File: src/sv/mhrb_pkg.sv
package mhrb_pkg;

	// Default sizes for the top-level parameters
	localparam int DEPTH_DEF        = 4096;
	localparam int MAX_CHANNELS_DEF = 8;
	localparam int MAX_READ_DEF     = 64;
	localparam int SAMPLE_BITS_DEF  = 24;

	// Register values after reset
	localparam int CHANNELS_RST      = 2;
	localparam int BUFFER_LENGTH_RST = 4096;

	// Item kinds carried on s_tuser
	localparam logic [1:0] KIND_WRITE = 2'd0;
	localparam logic [1:0] KIND_READ  = 2'd1;
	localparam logic [1:0] KIND_CLEAR = 2'd2;

	// Configuration register indexes
	localparam logic [1:0] REG_CHANNELS      = 2'd0;
	localparam logic [1:0] REG_BUFFER_LENGTH = 2'd1;

	// Result range, signed 27 bits
	localparam longint OUT_MAX = 67108863;
	localparam longint OUT_MIN = -67108864;

	// Result queue depth
	localparam int OUT_DEPTH = 4;

	// Input word, last field in the lowest bits
	typedef struct packed {
		logic        sum_all;
		logic [6:0]  count;
		logic [12:0] delay;
		logic [23:0] sample_in;
		logic [2:0]  channel;
	} item_t;

	// Result word as it waits in the output queue
	typedef struct packed {
		logic               last;
		logic               empty_res;
		logic [12:0]        filled;
		logic signed [26:0] sample_out;
	} out_word_t;

	typedef enum logic [4:0] {
		ST_IDLE  = 5'b00001,
		ST_PREP  = 5'b00010,
		ST_AIM   = 5'b00100,
		ST_ISSUE = 5'b01000,
		ST_CLEAR = 5'b10000
	} state_t;

	typedef struct packed {
		logic accept;
		logic restart;
		logic prep;
		logic aim;
		logic issue;
		logic sweep;
	} cmd_t;

	typedef struct packed {
		logic room;
		logic last;
		logic sweep_end;
	} status_t;

endpackage

File: src/sv/mhrb_ctrl.sv
module mhrb_ctrl
	import mhrb_pkg::*;
(
	input  logic       clk,
	input  logic       arst_n,
	input  logic       s_tvalid,
	output logic       s_tready,
	input  logic [1:0] kind,
	input  logic       cfg_len_wr,
	input  status_t    st,
	output cmd_t       cmd
);

	state_t state_q, state_d;

	assign s_tready = (state_q == ST_IDLE);

	always_comb begin
		state_d = state_q;
		cmd     = '0;
		case (state_q)
			ST_IDLE: begin
				if (s_tvalid) begin
					cmd.accept = 1'b1;
					if (kind == KIND_READ) begin
						state_d = ST_PREP;
					end else if (kind == KIND_CLEAR) begin
						cmd.restart = 1'b1;
						state_d     = ST_CLEAR;
					end
				end
			end
			ST_PREP: begin
				cmd.prep = 1'b1;
				state_d  = ST_AIM;
			end
			ST_AIM: begin
				cmd.aim = 1'b1;
				state_d = ST_ISSUE;
			end
			ST_ISSUE: begin
				if (st.room) begin
					cmd.issue = 1'b1;
					if (st.last) begin
						state_d = ST_IDLE;
					end
				end
			end
			ST_CLEAR: begin
				cmd.sweep = 1'b1;
				if (st.sweep_end) begin
					state_d = ST_IDLE;
				end
			end
			default: begin
				state_d = ST_CLEAR;
			end
		endcase
		// a new ring length empties the ring from any state
		if (cfg_len_wr) begin
			cmd.restart = 1'b1;
			state_d     = ST_CLEAR;
		end
	end

	always_ff @(posedge clk or negedge arst_n) begin
		if (!arst_n) begin
			state_q <= ST_CLEAR;
		end else begin
			state_q <= state_d;
		end
	end

endmodule

File: config.mk
export PLATFORM = sky130hd
export DESIGN_NAME = mhrb_ctrl
export DESIGN_NICKNAME = d
export VERILOG_FILES = /design/src/sv/mhrb_pkg.sv /design/src/sv/mhrb_ctrl.sv
export SDC_FILE = /design/constraint.sdc
export NUM_CORES = 1
export LEC_CHECK = 0
export BUFFER_PORTS_ARGS = -buffer_cell sky130_fd_sc_hd__buf_2
export CORE_AREA = 2 2 39 41
export DETAILED_ROUTE_END_ITERATION = 10
export DIE_AREA = 0 0 41 43
export SLEW_MARGIN = 20
export SYNTH_ARGS = -nofsm -noshare
export SYNTH_HDL_FRONTEND = slang
export SYNTH_SLANG_ARGS = --single-unit
File: constraint.sdc
create_clock -name clk -period 3.2 [get_ports clk]
set_input_delay 0.16 -clock clk [delete_from_list [all_inputs] [get_ports clk]]
set_output_delay 0.16 -clock clk [all_outputs]
set_load 0.01 [all_outputs]
==> results_tabular.tex <==
\begin{tabular}{lr}
\hline
Metric & Value \\
\hline
\multicolumn{2}{l}{\textbf{Critical path}} \\
\quad CP startpoint kind & register \\
\quad Stage delay of the slowest cell on the critical path & 510 ps \\
\quad Endpoint arrival time on the critical path & about 1700 ps \\
\quad Crit Path Class & reg -> out \\
\quad Standard cell with the maximum stage delay on the critical path & sky130\_fd\_sc\_hd\_\_nor4\_1 \\
\quad Worst-path fanout max & 8 \\
\quad Ordered cell list for the critical path & nor4\_1 -> and3\_1 -> a21o\_1 -> buf\_2 \\
\quad Kind of end point of the critical path & output port \\
\quad Required time of the critical path & 3040 ps \\
\multicolumn{2}{l}{\textbf{Floorplan}} \\
\quad Width of the die & a little over 40 µm \\
\quad Floorplan die height & 43 µm \\
\quad Starting Density & 30.47\% \\
\quad Full die area & 0.001763 mm² \\
\quad Placeable core area & 0.001384 mm² \\
\quad Top Ports & 16 \\
\quad Site row count & 14 \\
\multicolumn{2}{l}{\textbf{GRT}} \\
\quad Wire length of the first global-routing pass & $\sim$1600 µm \\
\quad All-layer global routing usage & around 14\% \\
\quad Met1 global-route usage & 17.59\% \\
\quad Pin count of the biggest net entering global routing & 13 \\
\quad GRT Residual Overflow & 0 \\
\quad Met2 Resource Use GR & 20.94\% \\
\quad Most Used Layer, Global Route & met2 \\
\quad Initial antenna violation count & 0 \\
\quad Via count of the first global-routing pass & 383 \\
\quad Met3 Use GR & 1.571\% \\
\multicolumn{2}{l}{\textbf{Outcome}} \\
\quad Status & finished clean \\
\multicolumn{2}{l}{\textbf{Route}} \\
\quad Total detailed-routing wirelength & 1023 µm \\
\quad Length of the first detailed-routing pass in iterations & 4 \\
\quad Post-route antenna net violation count & 0 \\
\quad Drt first-iter violations & 6 \\
\quad Post-detailed-route wirelength per cell & $\sim$13 µm \\
\quad Routed via count divided by cell count & 5.309 \\
\quad Via count & 430 \\
\quad DRC violation count after routing & 0 \\
\multicolumn{2}{l}{\textbf{Synth}} \\
\quad Total of warnings raised by yosys & 0 \\
\quad Post-synthesis compound-gate area fraction & 19.58\% \\
\quad Post-Syn Area & around 420 µm² \\
\quad Post-Syn Area per Cell & 9.166 µm² \\
\quad Fraction of registers with async set or reset after synthesis & 100.0\% \\
\quad Main combinational cell family by area after synthesis & simple AND/OR/NAND/NOR gates \\
\quad Arithmetic-cell share of the synthesized area counting full adders, half adders and majority gates & 5.935\% \\
\quad EDFF count, synth & 0 \\
\quad Synthesized instance count & 46 \\
\quad Most area-consuming cells after synthesis & sky130\_fd\_sc\_hd\_\_dfrtp\_1 (24\%), sky130\_fd\_sc\_hd\_\_dfstp\_2 (6.2\%), sky130\_fd\_sc\_hd\_\_ha\_1 (5.9\%) \\
\quad Share of synthesized area spent on multiplexers & 0\% \\
\quad Yosys top cell by area & sky130\_fd\_sc\_hd\_\_dfrtp\_1 \\
\quad Netlist cell types & 29 \\
\quad \#FFs+latches synth & 5 \\
\quad Post-synth top area share & a little under a quarter \\
\quad Sequential area share after synthesis & 29.97\% \\
\quad Most used flip-flop cell after synthesis & sky130\_fd\_sc\_hd\_\_dfrtp\_1 \\
\quad Nets in the synthesized netlist & 57 \\
\quad Simple-Gate Fraction of Synth Area & 41.54\% \\
\quad Synth Area in XOR/XNOR & 0\% \\
\multicolumn{2}{l}{\textbf{Final layout}} \\
\quad Core occupancy in the finished layout & between 30\% and 40\% \\
\quad Area of the multi-input gates & 282.8 µm² \\
\quad Number of nets in the final layout & between 70 and 80 \\
\quad Number of antenna diodes & 0 \\
\quad Area taken by flip-flops and latches & 126.4 µm² \\
\quad Largest register FFs & 5 \\
\quad Most flops, register & state\_q \\
\quad Ratio of cells with drive above 1 in the final layout & 35.38\% \\
\quad Layout fillers & 150 \\
\quad Signed area change from the synthesized netlist to the final layout & 29.97\% \\
\quad Regs by FF count & state\_q: 5 flops \\
\multicolumn{2}{l}{\textbf{Clock network}} \\
\quad CTS tree & built \\
\quad Number of buffers created by CTS & 3 \\
\quad Clock tree root buffer cell & sky130\_fd\_sc\_hd\_\_clkbuf\_4 \\
\quad Clock-pin slew of the registers on the worst-case setup and hold paths & 40 ps \\
\quad Count of instances resized after the clock tree is built & 0 \\
\quad Count of buffers added by post-CTS timing repair for setup & 0 \\
\quad Number of H-tree levels & 1 \\
\quad Later-pin clock latency in the skew report & approximately 240 ps \\
\quad Clock sink count & 5 \\
\quad Clock tree buffer depth & 2 \\
\multicolumn{2}{l}{\textbf{Pwr}} \\
\quad Final Total Pwr & 209.4 µW \\
\quad Maximum resistive drop on vdd & 0.0001517 V \\
\quad Leakage & slightly above 0.0003 µW \\
\quad Power density normalized to cell area & approximately 380 mW/mm² \\
\multicolumn{2}{l}{\textbf{Timing}} \\
\quad Transition time at the pin with the least slew margin & around 500 ps \\
\quad Time the worst path needs with I/O delays and setup & roughly 1800 ps \\
\quad Final setup fails & 0 \\
\quad Setup TNS Final & 0 ps \\
\quad Maximum achievable frequency & 546.4 MHz \\
\quad Slew HR & 66.13\% \\
\quad Ratio of final minimum period to clock period & 57.20\% \\
\quad Worst Slack Setup Final & 1370 ps \\
\quad Fin Clk Skew & 2.823 ps \\
\quad Endpoints failing hold & 0 \\
\quad Max-slew violation count & 0 \\
\quad Unrepaired setup endpoints after global routing & false \\
\multicolumn{2}{l}{\textbf{Placed design}} \\
\quad Routability congestion estimate & 0.7659 \\
\quad Pre-CTS setup slack & roughly 1600 ps \\
\quad Post-detailed-placement half-perimeter wirelength & 773.5 µm \\
\quad Number of I/O port buffers & 15 \\
\multicolumn{2}{l}{\textbf{Job}} \\
\quad Number of max-cap violations & 0 \\
\multicolumn{2}{l}{\textbf{Hold path}} \\
\quad Class of the worst hold path & in -> reg \\
\hline
\end{tabular}
## report_power, final
part           switching [µW]  internal, µW
logic                    29.3          27.1
registers                12.0          70.1
clock network            24.0          47.0
total                    65.2           144
## layout by cell type, fill, tap and decap left out, types with 2 or more instances in the layout
cell type,count
sky130_fd_sc_hd__a21o_1,2
sky130_fd_sc_hd__and3b_1,2
sky130_fd_sc_hd__inv_1,2
sky130_fd_sc_hd__clkbuf_4,3
sky130_fd_sc_hd__nand2_1,2
sky130_fd_sc_hd__ha_1,2
sky130_fd_sc_hd__nor3_1,2
sky130_fd_sc_hd__dfrtp_1,4
sky130_fd_sc_hd__and3_1,2
sky130_fd_sc_hd__nor2_1,4
sky130_fd_sc_hd__nor3b_1,2
sky130_fd_sc_hd__o21ai_0,2
sky130_fd_sc_hd__nor4_1,3
sky130_fd_sc_hd__buf_2,15
## final timing paths
| path | start | end | slack (ps) | depth (start not counted) |
|---|---|---|---|---|
| worst max-delay path | state_q[3] | cmd[4] | 1370 | 4 |
| worst min-delay path | cfg_len_wr | state_q[4] | 200 | 3 |
| worst max register to register | state_q[3] | state_q[0] | 1670 | 3 |
| worst min register to register | state_q[4] | state_q[4] | 640 | 2 |
| max in group asynchronous | arst_n | state_q[4] | 2690 | 2 |
| min in group asynchronous | arst_n | state_q[2] | 290 | 2 |
## critical path: cells and delay by family, from the launching register on
family / cells / cell delay, ps
compound gates: 1 / 110
simple gates: 2 / 760
buf+inv: 1 / 120
flops: 1 / 450
## cells by family after synthesis
family          after synthesis
fa+ha+maj                     2
flops                         5
compound gates               10
buf+inv                       3
simple gates                 26
## synth_stat cells (all sizes together), types with 2 or more instances
master  count
inv         2
o21ai       2
a21o        2
ha          2
dfrtp       4
nor2        4
nor3b       3
nor4        3
and3b       2
and3        3
nor3        2
nand2       2
## metal layers
metal | vias up | wire length (µm)
met5 | - | 0
met1 | 198 | 467
met3 | 0 | 65
met4 | 0 | 0
li1 | 216 | -
met2 | 16 | 490
## through the flow
step,instances,hold WS [ps],cell area [µm²]
floorplan,46,-135.6,421.7
global placement,76,-22.88,511.7
detailed placement,76,-20.71,511.7
CTS,81,187.5,548.0
global route,81,200.8,548.0
finish,81,197.1,548.0
## area by class of cell
| type | count | share of cell area (%) |
|---|---|---|
| sequential | 5 | 23.06 |
| multi-input combinational | 38 | 51.60 |
| timing repair buffer | 16 | 15.53 |
| clock buffer | 4 | 4.795 |
| inverter | 2 | 1.370 |
| tap | 16 | 3.653 |
## timing repair
item / CTS / global route
endpoints found under the setup margin: 0 / 0
hold endpoints to repair: 5 / 0
hold buffers: 1 / 0
Power figures use the tool's default switching activity.
